File: src/rtl/core/mrpp_pkg.sv
// Shared types and constants for the MQTT receive packet parser.
package mrpp_pkg;

    localparam int DIGIT_W      = 7;
    localparam int RESULT_DEPTH = 4;

    localparam logic OP_BYTE    = 1'b0;
    localparam logic OP_RESTART = 1'b1;

    localparam logic [3:0] PKT_CONNACK = 4'd2;
    localparam logic [3:0] PKT_PUBLISH = 4'd3;
    localparam logic [3:0] PKT_SUBACK  = 4'd9;

    localparam logic [7:0] SUBACK_FAILURE = 8'h80;

    typedef enum logic [1:0] {
        PH_HEADER,
        PH_LENGTH,
        PH_BODY
    } phase_t;

    typedef enum logic [3:0] {
        EV_TOPIC_BYTE      = 4'd0,
        EV_PAYLOAD_BYTE    = 4'd1,
        EV_MSG_END         = 4'd2,
        EV_PUBACK_REQ      = 4'd3,
        EV_CONNACK_OK      = 4'd4,
        EV_CONNACK_REFUSED = 4'd5,
        EV_SUBACK_GRANTED  = 4'd6,
        EV_SUBACK_REFUSED  = 4'd7,
        EV_BAD_LENGTH      = 4'd8,
        EV_BAD_CONNACK     = 4'd9
    } event_t;

    typedef struct packed {
        logic       operation;
        logic [7:0] rx_byte;
    } item_t;

    typedef struct packed {
        event_t      event_res;
        logic [7:0]  data_byte;
        logic [15:0] packet_id;
        logic [7:0]  code;
        logic        connected;
        logic        last;
    } result_t;

    typedef struct packed {
        logic [1:0] count;
        result_t    first;
        result_t    second;
    } result_pair_t;

endpackage

File: src/rtl/core/mrpp_parser.sv
// Parser state and the per-byte step logic that produces up to two results.
module mrpp_parser #(
    parameter int LENGTH_DIGITS = 4
) (
    input  logic                   clk,
    input  logic                   rst_n,
    input  logic                   advance,
    input  mrpp_pkg::item_t        item,
    output mrpp_pkg::result_pair_t results
);
    import mrpp_pkg::*;

    localparam int RL_W  = DIGIT_W * LENGTH_DIGITS;
    localparam int CNT_W = $clog2(LENGTH_DIGITS + 1);
    localparam int CMP_W = ((RL_W > 18) ? RL_W : 18) + 1;

    phase_t            phase_reg, phase_next;
    logic [7:0]        header_reg, header_next;
    logic [RL_W-1:0]   rl_reg, rl_next;
    logic [CNT_W-1:0]  cnt_reg, cnt_next;
    logic [RL_W-1:0]   pos_reg, pos_next;
    logic [15:0]       topic_reg, topic_next;
    logic [15:0]       pid_reg, pid_next;
    logic [7:0]        code_reg, code_next;
    logic              pub_ok_reg, pub_ok_next;
    logic              connected_reg, connected_next;
    logic              halted_reg, halted_next;

    logic              restart;
    logic              take_byte;
    logic [7:0]        rx;
    logic [3:0]        pkt_type;
    logic [1:0]        qos;
    logic [RL_W-1:0]   rl_digit;
    logic [CNT_W:0]    cnt_inc;
    logic              too_many;
    logic [RL_W:0]     pos_inc;
    logic              body_done;
    logic [CMP_W-1:0]  pos_ext;
    logic [CMP_W-1:0]  tend;
    logic [CMP_W-1:0]  tend_plus1;
    logic [CMP_W-1:0]  need;
    logic              finish;
    logic              body_ev_valid;
    logic              fin_ev_valid;
    result_t           body_ev;
    result_t           fin_ev;

    assign rx        = item.rx_byte;
    assign restart   = advance && (item.operation == OP_RESTART);
    assign take_byte = advance && (item.operation == OP_BYTE) && !halted_reg;
    assign pkt_type  = header_reg[7:4];
    assign qos       = header_reg[2:1];

    // Each length digit lands in its own 7-bit field, so placing it is enough.
    always_comb
    begin
        rl_digit = rl_reg;
        for (int d = 0; d < LENGTH_DIGITS; d++)
        begin
            if (cnt_reg == CNT_W'(d))
            begin
                rl_digit[DIGIT_W*d +: DIGIT_W] = rx[6:0];
            end
        end
    end

    assign cnt_inc    = (CNT_W+1)'(cnt_reg) + (CNT_W+1)'(1);
    assign too_many   = rx[7] && (cnt_inc >= (CNT_W+1)'(LENGTH_DIGITS));
    assign pos_inc    = (RL_W+1)'(pos_reg) + (RL_W+1)'(1);
    assign body_done  = pos_inc >= (RL_W+1)'(rl_reg);
    assign pos_ext    = CMP_W'(pos_reg);
    assign tend       = CMP_W'(topic_reg) + CMP_W'(2);
    assign tend_plus1 = CMP_W'(topic_reg) + CMP_W'(3);
    assign need       = CMP_W'({topic_reg[15:8], rx}) + CMP_W'((qos != 2'd0) ? 4 : 2);

    // Next phase.
    always_comb
    begin
        phase_next = phase_reg;
        if (restart)
        begin
            phase_next = PH_HEADER;
        end
        else if (take_byte)
        begin
            case (phase_reg)
                PH_HEADER:
                begin
                    phase_next = PH_LENGTH;
                end
                PH_LENGTH:
                begin
                    if (!rx[7])
                    begin
                        phase_next = (rl_digit == '0) ? PH_HEADER : PH_BODY;
                    end
                end
                PH_BODY:
                begin
                    if (body_done)
                    begin
                        phase_next = PH_HEADER;
                    end
                end
                default:
                begin
                    phase_next = PH_HEADER;
                end
            endcase
        end
    end

    // Held fields, flags and the results of this byte.
    always_comb
    begin
        header_next    = header_reg;
        rl_next        = rl_reg;
        cnt_next       = cnt_reg;
        pos_next       = pos_reg;
        topic_next     = topic_reg;
        pid_next       = pid_reg;
        code_next      = code_reg;
        pub_ok_next    = pub_ok_reg;
        connected_next = connected_reg;
        halted_next    = halted_reg;
        finish         = 1'b0;
        body_ev_valid  = 1'b0;
        fin_ev_valid   = 1'b0;
        body_ev        = '0;
        fin_ev         = '0;

        if (restart)
        begin
            connected_next = 1'b0;
            halted_next    = 1'b0;
        end
        else if (take_byte)
        begin
            case (phase_reg)
                PH_HEADER:
                begin
                    header_next = rx;
                    rl_next     = '0;
                    cnt_next    = '0;
                    pos_next    = '0;
                    topic_next  = '0;
                    pid_next    = '0;
                    code_next   = '0;
                    pub_ok_next = 1'b0;
                end
                PH_LENGTH:
                begin
                    rl_next  = rl_digit;
                    cnt_next = cnt_inc[CNT_W-1:0];
                    if (!rx[7])
                    begin
                        finish = (rl_digit == '0);
                    end
                    else if (too_many)
                    begin
                        body_ev_valid     = 1'b1;
                        body_ev.event_res = EV_BAD_LENGTH;
                        halted_next       = 1'b1;
                        connected_next    = 1'b0;
                    end
                end
                PH_BODY:
                begin
                    pos_next = pos_inc[RL_W-1:0];
                    finish   = body_done;
                    case (pkt_type)
                        PKT_PUBLISH:
                        begin
                            if (pos_reg == RL_W'(0))
                            begin
                                topic_next = {rx, 8'h00};
                            end
                            else if (pos_reg == RL_W'(1))
                            begin
                                topic_next  = {topic_reg[15:8], rx};
                                pub_ok_next = need <= CMP_W'(rl_reg);
                            end
                            else if (pub_ok_reg)
                            begin
                                if (pos_ext < tend)
                                begin
                                    body_ev_valid     = 1'b1;
                                    body_ev.event_res = EV_TOPIC_BYTE;
                                    body_ev.data_byte = rx;
                                end
                                else if ((qos != 2'd0) && (pos_ext == tend))
                                begin
                                    pid_next = {rx, 8'h00};
                                end
                                else if ((qos != 2'd0) && (pos_ext == tend_plus1))
                                begin
                                    pid_next = {pid_reg[15:8], rx};
                                    if (qos == 2'd1)
                                    begin
                                        body_ev_valid     = 1'b1;
                                        body_ev.event_res = EV_PUBACK_REQ;
                                        body_ev.packet_id = {pid_reg[15:8], rx};
                                    end
                                end
                                else
                                begin
                                    body_ev_valid     = 1'b1;
                                    body_ev.event_res = EV_PAYLOAD_BYTE;
                                    body_ev.data_byte = rx;
                                end
                            end
                        end
                        PKT_CONNACK:
                        begin
                            if (pos_reg == RL_W'(1))
                            begin
                                code_next = rx;
                            end
                        end
                        PKT_SUBACK:
                        begin
                            if (pos_reg == RL_W'(0))
                            begin
                                pid_next = {rx, 8'h00};
                            end
                            else if (pos_reg == RL_W'(1))
                            begin
                                pid_next = {pid_reg[15:8], rx};
                            end
                            else if (pos_reg == RL_W'(2))
                            begin
                                code_next = rx;
                            end
                        end
                        default:
                        begin
                            pos_next = pos_inc[RL_W-1:0];
                        end
                    endcase
                end
                default:
                begin
                    halted_next = halted_reg;
                end
            endcase

            // The end-of-packet report sees the fields as updated by this byte.
            if (finish)
            begin
                case (pkt_type)
                    PKT_CONNACK:
                    begin
                        fin_ev_valid = 1'b1;
                        if (rl_next < RL_W'(2))
                        begin
                            fin_ev.event_res = EV_BAD_CONNACK;
                            halted_next      = 1'b1;
                            connected_next   = 1'b0;
                        end
                        else if (code_next == 8'h00)
                        begin
                            fin_ev.event_res = EV_CONNACK_OK;
                            connected_next   = 1'b1;
                        end
                        else
                        begin
                            fin_ev.event_res = EV_CONNACK_REFUSED;
                            fin_ev.code      = code_next;
                            halted_next      = 1'b1;
                            connected_next   = 1'b0;
                        end
                    end
                    PKT_PUBLISH:
                    begin
                        fin_ev_valid     = pub_ok_next;
                        fin_ev.event_res = EV_MSG_END;
                    end
                    PKT_SUBACK:
                    begin
                        fin_ev_valid     = rl_next >= RL_W'(3);
                        fin_ev.event_res = (code_next == SUBACK_FAILURE) ?
                                           EV_SUBACK_REFUSED : EV_SUBACK_GRANTED;
                        fin_ev.packet_id = pid_next;
                        fin_ev.code      = code_next;
                    end
                    default:
                    begin
                        fin_ev_valid = 1'b0;
                    end
                endcase
            end
        end

        body_ev.connected = connected_next;
        fin_ev.connected  = connected_next;
    end

    // Pack the results in order; the packet end always comes after the byte's other result.
    always_comb
    begin
        results.count  = 2'(body_ev_valid) + 2'(fin_ev_valid);
        results.first  = body_ev_valid ? body_ev : fin_ev;
        results.second = fin_ev;
        results.first.last  = !(body_ev_valid && fin_ev_valid);
        results.second.last = 1'b1;
    end

    always_ff @(posedge clk or negedge rst_n)
    begin
        if (!rst_n)
        begin
            phase_reg     <= PH_HEADER;
            connected_reg <= 1'b0;
            halted_reg    <= 1'b0;
        end
        else
        begin
            phase_reg     <= phase_next;
            connected_reg <= connected_next;
            halted_reg    <= halted_next;
        end
    end

    always_ff @(posedge clk)
    begin
        header_reg <= header_next;
        rl_reg     <= rl_next;
        cnt_reg    <= cnt_next;
        pos_reg    <= pos_next;
        topic_reg  <= topic_next;
        pid_reg    <= pid_next;
        code_reg   <= code_next;
        pub_ok_reg <= pub_ok_next;
    end

    a_halt_drops_connection: assert property (@(posedge clk) disable iff (!rst_n)
        halted_reg |-> !connected_reg)
        else $error("parser halted while still marked connected");

    a_restart_clears: assert property (@(posedge clk) disable iff (!rst_n)
        restart |=> (phase_reg == PH_HEADER) && !halted_reg && !connected_reg)
        else $error("link restart did not clear the parser");

    a_halted_silent: assert property (@(posedge clk) disable iff (!rst_n)
        (advance && halted_reg) |-> (results.count == 2'd0))
        else $error("halted parser produced a result");

endmodule

File: src/rtl/core/mrpp_result_fifo.sv
// Small result queue that takes up to two results per cycle and gives one per beat.
module mrpp_result_fifo (
    input  logic                   clk,
    input  logic                   rst_n,
    input  mrpp_pkg::result_pair_t push,
    input  logic                   pop,
    output mrpp_pkg::result_t      head,
    output logic                   not_empty,
    output logic                   room
);
    import mrpp_pkg::*;

    localparam int PTR_W = $clog2(RESULT_DEPTH);

    result_t            entry_reg [RESULT_DEPTH];
    logic [PTR_W-1:0]   wr_ptr_reg, wr_ptr_next;
    logic [PTR_W-1:0]   rd_ptr_reg, rd_ptr_next;
    logic [PTR_W:0]     count_reg, count_next;
    logic [PTR_W-1:0]   wr_ptr_plus1;

    assign wr_ptr_plus1 = wr_ptr_reg + PTR_W'(1);
    assign head         = entry_reg[rd_ptr_reg];
    assign not_empty    = count_reg != '0;
    assign room         = count_reg <= (PTR_W+1)'(RESULT_DEPTH - 2);

    always_comb
    begin
        wr_ptr_next = wr_ptr_reg + PTR_W'(push.count);
        rd_ptr_next = rd_ptr_reg + PTR_W'(pop);
        count_next  = count_reg + (PTR_W+1)'(push.count) - (PTR_W+1)'(pop);
    end

    always_ff @(posedge clk or negedge rst_n)
    begin
        if (!rst_n)
        begin
            wr_ptr_reg <= '0;
            rd_ptr_reg <= '0;
            count_reg  <= '0;
        end
        else
        begin
            wr_ptr_reg <= wr_ptr_next;
            rd_ptr_reg <= rd_ptr_next;
            count_reg  <= count_next;
        end
    end

    always_ff @(posedge clk)
    begin
        if (push.count != 2'd0)
        begin
            entry_reg[wr_ptr_reg] <= push.first;
        end
        if (push.count == 2'd2)
        begin
            entry_reg[wr_ptr_plus1] <= push.second;
        end
    end

    a_no_overflow: assert property (@(posedge clk) disable iff (!rst_n)
        (push.count != 2'd0) |-> room)
        else $error("results pushed without room in the queue");

    a_count_bound: assert property (@(posedge clk) disable iff (!rst_n)
        count_reg <= (PTR_W+1)'(RESULT_DEPTH))
        else $error("result queue count out of range");

endmodule

File: src/rtl/core/mqtt_rx_packet_parser_core.sv
// Top level of the MQTT 3.1.1 receive packet parser.
//
// The item channel carries one beat per received byte (operation 0) or a link
// restart (operation 1). The result channel carries one result per beat:
// topic and payload bytes, message end, PUBACK requests, CONNACK and SUBACK
// reports, and length or CONNACK errors, with last set on the final result
// that a byte causes.
// A beat that is taken sits in the input register until the queue has room,
// is then parsed, and its results are written into the queue, from whose
// head they are taken. One byte is taken every cycle while each byte causes
// at most one result and the receiver keeps up; a byte that causes two results
// needs two result beats. A four-entry result queue decouples the sides: the
// input register holds while the queue has fewer than two free entries.
// Reset clears the parser to wait for a fixed header, with connected low and
// no queued results. When the receiver stalls, the head result holds and the
// queue fills; item_stall rises once fewer than two entries are free.
module mqtt_rx_packet_parser_core #(
    parameter int LENGTH_DIGITS = 4
) (
    input  logic              clk,
    input  logic              rst_n,
    input  logic              item_valid,
    output logic              item_stall,
    input  mrpp_pkg::item_t   item,
    output logic              result_valid,
    input  logic              result_stall,
    output mrpp_pkg::result_t result
);
    import mrpp_pkg::*;

    logic         item_valid_reg, item_valid_next;
    item_t        item_reg;
    logic         room;
    logic         advance;
    logic         accept;
    logic         pop;
    result_pair_t step_results;

    assign advance    = item_valid_reg && room;
    assign item_stall = item_valid_reg && !room;
    assign accept     = item_valid && !item_stall;
    assign pop        = result_valid && !result_stall;

    always_comb
    begin
        item_valid_next = item_valid_reg;
        if (accept)
        begin
            item_valid_next = 1'b1;
        end
        else if (advance)
        begin
            item_valid_next = 1'b0;
        end
    end

    always_ff @(posedge clk or negedge rst_n)
    begin
        if (!rst_n)
        begin
            item_valid_reg <= 1'b0;
        end
        else
        begin
            item_valid_reg <= item_valid_next;
        end
    end

    always_ff @(posedge clk)
    begin
        if (accept)
        begin
            item_reg <= item;
        end
    end

    mrpp_parser #(
        .LENGTH_DIGITS(LENGTH_DIGITS)
    ) u_parser (
        .clk     (clk),
        .rst_n   (rst_n),
        .advance (advance),
        .item    (item_reg),
        .results (step_results)
    );

    mrpp_result_fifo u_result_fifo (
        .clk       (clk),
        .rst_n     (rst_n),
        .push      (step_results),
        .pop       (pop),
        .head      (result),
        .not_empty (result_valid),
        .room      (room)
    );

endmodule
File: config.mk
export PLATFORM = sky130hd
export DESIGN_NAME = mqtt_rx_packet_parser_core
export DESIGN_NICKNAME = d
export VERILOG_FILES = /design/src/rtl/core/mrpp_pkg.sv /design/src/rtl/core/mrpp_parser.sv /design/src/rtl/core/mrpp_result_fifo.sv /design/src/rtl/core/mqtt_rx_packet_parser_core.sv
export SDC_FILE = /design/constraint.sdc
export NUM_CORES = 1
export LEC_CHECK = 0
export BUFFER_PORTS_ARGS = -buffer_cell sky130_fd_sc_hd__buf_2
export CAP_MARGIN = 25
export CORE_MARGIN = 5
export CORE_UTILIZATION = 69
export DETAILED_ROUTE_END_ITERATION = 10
export GPL_TIMING_DRIVEN = 0
export PLACE_DENSITY = 0.87
export REMOVE_ABC_BUFFERS = 1
export SLEW_MARGIN = 10
export SYNTH_ARGS = -nofsm -noshare
export SYNTH_HDL_FRONTEND = slang
export SYNTH_HIERARCHICAL = 1
export SYNTH_SLANG_ARGS = --single-unit
export TNS_END_PERCENT = 30
File: constraint.sdc
create_clock -name clk -period 25 [get_ports clk]
set_clock_uncertainty 0.2 [all_clocks]
set_input_delay 5 -clock clk [delete_from_list [all_inputs] [get_ports clk]]
set_output_delay 5 -clock clk [all_outputs]
set_load 0.03 [all_outputs]
---- Word-level counts from Yosys, hierarchy flattened ----
Memories as Yosys holds them, arrays and structs flattened.
Cells that the tools add are included.
cells by class
  $add $sub $neg .......................... 11
  multipliers ............................. 0
  divide/modulo/power cells ............... 0
  order comparisons ....................... 7
  equality and inequality tests ........... 20
  shift operators ......................... 0
  mux-type cells .......................... 120
  bitwise logic cells ..................... 2
  reduce and logical (&&, ||, !) cells .... 35
operators by type and width
  operator                                                                              count
  28-bit 2-to-1 mux                                                                     9
  16-bit 2-to-1 mux                                                                     12
  28-bit case mux with 2 select lines                                                   2
  24-bit 2-to-1 mux                                                                     4
  8-bit 2-to-1 mux                                                                      12
  16-bit case mux with 2 select lines                                                   3
  28-bit by 29-bit == test with 1-bit output                                            2
  28-bit logical NOT                                                                    2
  8-bit case mux with 2 select lines                                                    3
  1-bit 2-to-1 mux                                                                      47
  38-bit 2-to-1 mux                                                                     1
  16-bit by 2-bit adder with 17-bit output, second input constant                       2
  16-bit by 29-bit adder with 29-bit output                                             1
  28-bit by 1-bit adder with 29-bit output, second input constant                       1
  29-bit by 28-bit greater-or-equal comparator with 1-bit output                        1
  29-bit by 28-bit <= comparator with 1-bit output                                      1
  28-bit by 29-bit < comparator with 1-bit output                                       1
  28-bit by 1-bit == test with 1-bit output, second input constant                      1
  28-bit by 2-bit == test with 1-bit output, second input constant                      1
  28-bit by 2-bit greater-or-equal comparator with 1-bit output, second input constant  1
  28-bit by 2-bit < comparator with 1-bit output, second input constant                 1
  4-bit 2-to-1 mux                                                                      7
  7-bit 2-to-1 mux                                                                      4
  12-bit 2-to-1 mux                                                                     1
  other kinds (38)                                                                      75
word-level totals
  flip-flop bits (word level) ............. 129
  bits in latches ......................... 0
  memory bits (writable) .................. 152
  memory bits (read-only) ................. 0
  output and inout bits ................... 40
  word-level logic and storage cells ...... 214
  memories ................................ 1
memory list
  memory                   words  width  read ports  clocked after memory_dff  wr ports  line                    RTL
  u_result_fifo.entry_reg  4      38     1           0                         2         mrpp_result_fifo.sv:15  result_t entry_reg [RESULT_DEPTH];

---- Logic depth before layout (Yosys ltp) ----
  depth in word-level cells ............... 17
  depth in mapped cells ................... 26
  depth with buffers taken out ............ 25

---- Modules after synthesis ----
Netlist, hierarchy kept.
by module, submodules not included
  module                      times used  cells each  area an instance (um^2)  seq. area each (um^2)
  mrpp_parser                 1           1106        9894.5                   3283.1
  mrpp_result_fifo            1           405         7902.6                   4739.5
  mqtt_rx_packet_parser_core  1           16          340.3                    295.3

---- Least setup slack after synthesis ----
No wires, ideal clock.
  kind .................................... reg2reg
  start point ............................. register u_parser.pos_reg[2]
  end point ............................... memory u_result_fifo/entry_reg[0][0] in the netlist's numbering, enable pin
  setup time .............................. 0.490 ns
  arrival ................................. 7.148 ns
  path slack .............................. 17.161 ns
  cell stages (with the launch flop) ...... 23
  buffers on the path ..................... 2
  cell sequence ........................... edfxtp_1 clkbuf_1 and3_1 and3_1 nand2_1 nor2_1 nand2_1 nor2_1 nand3_1 xnor2_1 ha_1 nand4_1 nor4_1 o21ai_0 a211oi_1 o2111ai_1 a311oi_2 inv_1 a21oi_1 ha_1 clkbuf_2 nor2_1 o31ai_1
RTL lines
  element                 line                    RTL
  start, declared         mrpp_parser.sv:21       logic [RL_W-1:0] pos_reg, pos_next;
  start signal, assigned  mrpp_parser.sv:330      pos_reg <= pos_next;
  end, declared           mrpp_result_fifo.sv:15

==> impl_metrics.ini <==
[run_status]
status = finished, final reports clean

[global_route]
grt_usage = 0.3207
grt_pass1_vias = 13450
grt_pass1_wl_um = 74370
grt_start_max_net_pins = 57
grt_overflow_total = 0
grt_antenna_before_repair = 0

[power]
power.density_nw_per_um2 = 87.75
ir_drop_mv = 0.09904
p_leak_uw = 0.007318
p_total_uw = 1738

[final_layout]
nets = 1645
largest_reg_flops = 152
final_area_um2 = 19810
mostFrequentLayoutCells = 267 x edfxtp_1, 135 x mux2_2, 98 x nand2_1
final_core_util = 0.7623
diodes = 0
drive_gt1_frac = 0.2417
final_common_cell = edfxtp_1
syn_to_final_growth_pct = 9.216

[place]
hpwl_um = 31260
place.gp.congestion = 0.9277
port_buffers = 52
placed_area_um2 = 18720

[route]
drt_iter0_drc = 2060
vias = 13560
ant_nets = 0
via_per_inst = 7.127
wl_per_cell_um = 25.11
dr.pass1.iters = 8
post-route-drc-count = 0
routed_wirelength_um = 47790

[clocking]
clockRootBuffer = clkbuf_16
postCtsHoldBufs = 0
cts_tree = built
ctsResizeCount = 0
clk_pin_slew_ns = 0.06
clk_latency_ns = 0.59
post_cts_buffers = 0
clk_path_buf_depth = 3
cts_made_buffers = 30
cts.htree.levels = 1
clock-sinks = 279

[synthesis]
synth-compound-area-share = 0.08651
synth_warnings = 6
postSynthCellCount = 1527
synth_top_family_by_area = multiplexers
synth_fa_ha_area_frac = 0.06153
synth_top_cell_by_area = edfxtp_1
synth.area.top_cells = edfxtp_1 44%, mux2_2 8.4%, ha_1 5.9%
avgSynthCellArea_um2 = 11.88
synthXorXnorAreaFrac = 0.03429
synth-simple-area-share = 0.1468
synth_top_area_frac = 0.4421
async_flop_share = 0.04301
synth_edf_count = 267
ys_seq_area_frac = 0.4586
syn_area_um2 = 18140
muxShareOfSynthArea = 0.1663
synth_seq_cells = 279
synthFlopType = edfxtp_1
netlist-cell-type-count = 93

[job]
drv_cap = 0

[worst_setup_path]
rr_startpoint = u_parser/pos_reg[2]
crit_path_start_kind = flop
cp-end-kind = flop
timing_worst_setup_path_type = flop to flop
critPathRequiredTime_ns = 25.10
path_max_fanout = 39
worstPathArrival_ns = 7.94
critPathLaunch = u_parser/pos_reg[2]

[floorplan]
dieHeight_um = 172.1
die-area_um2 = 29630
core_um2 = 25980
initial_utilization = 0.6980
rows = 59
die_x_um = 172.1
io_pins = 53

[sta]
slew-limit-headroom = 0.2077
period_share = 0.3138
max_slew.worst_pin.slew_ns = 1.188
finalMaxSlewViolations = 0
finalHoldViolCount = 0
period_needed_ns = 7.845
tns_ns = 0
rsz0062_at_grt = no
max_freq_mhz = 127.5
setup_viol = 0

[hold_path]
hold_path_class = flop to flop
hold_start = u_result_fifo/count_reg[2]
per-stage QoR:
| stage | hold slack (ns) | worst slack (ns) | instances |
|---|---|---|---|
| 6_report | 0.2944 | 17.16 | 1903 |
| 5_1_grt | 0.3268 | 16.79 | 1903 |
| 4_1_cts | 0.2958 | 17.33 | 1900 |
| 3_5_place_dp | 0.2845 | 17.26 | 1844 |
| 3_3_place_gp | 0.2741 | 12.89 | 1824 |
| 2_1_floorplan | 0.2594 | 16.94 | 1437 |
final timing paths:
path | slack [ns] | end | cells past startpoint
min reg2reg | 0.29 | u_result_fifo/count_reg[2] | 1
min in group asynchronous | 4.07 | u_parser/halted_reg | 1
max in group asynchronous | 20.27 | u_result_fifo/rd_ptr_reg[1] | 1
max | 17.16 | u_result_fifo/entry_reg[2][31] | 21
min | 0.29 | u_result_fifo/count_reg[2] | 1
max reg2reg | 17.16 | u_result_fifo/entry_reg[2][31] | 21
Yosys cell counts, types with 29 or more instances:
cell	n
nor3_1	29
mux4_2	38
edfxtp_1	267
mux2_2	135
inv_1	76
nand4_1	33
and2_1	51
a22o_1	32
nor2_1	76
xnor2_1	46
nand2_1	98
a21oi_1	51
o21ai_0	38
mux2_4	38
clkbuf_1	36
ha_1	86
nand3_1	37
report_power, final:
group          switching (µW)  internal [µW]  leakage [µW]
Combinational             362            237       0.00433
Clock                     191            262      0.000503
Sequential               90.4            597       0.00248
Total                     643           1100       0.00732
final cells by class:
| cell class | count | area [µm²] |
|---|---|---|
| flip-flops and latches | 279 | 8323 |
| multi-input cells | 1082 | 9074 |
| repair buffers | 75 | 703.2 |
| fillers | 1510 | 6176 |
| well taps | 335 | 419.2 |
| inverters | 76 | 285.3 |
| clock buffers | 33 | 762.0 |
| clock inverters | 23 | 242.7 |
worst max-delay path: stages, from the launching register on:
cell       delay (ns)
edfxtp_1         0.57
and3_1           0.28
and3_1           0.23
nand2_1          0.09
nor2_1           0.26
nand2_1          0.13
nor2_1           0.33
nand3_1          0.14
xnor2_1          0.17
ha_1             0.33
nand4_1          0.17
nor4_1           0.45
o21ai_0          0.17
a211oi_1         0.33
o2111ai_1        0.30
a311oi_2         0.66
inv_1            0.21
a21oi_1          0.31
ha_1             0.43
and4bb_4         0.97
o21bai_4         0.55
buf_16           0.26
layer usage:
| layer | wire, µm | global-route usage | vias to the layer above |
|---|---|---|---|
| li1 | - | - | 5805 |
| met1 | 17470 | 0.4251 | 6539 |
| met2 | 22430 | 0.5212 | 977 |
| met3 | 5270 | 0.05533 | 242 |
| met4 | 2621 | 0.1487 | 0 |
| met5 | 0 | 0 | - |
cells by family after synthesis:
group,after synthesis
simple gates,472
flops,279
compound gates,224
mux,218
buf+inv,173
fa+ha+maj,88
xor+xnor,71
other cells,2
Power figures use the tool's default switching activity.
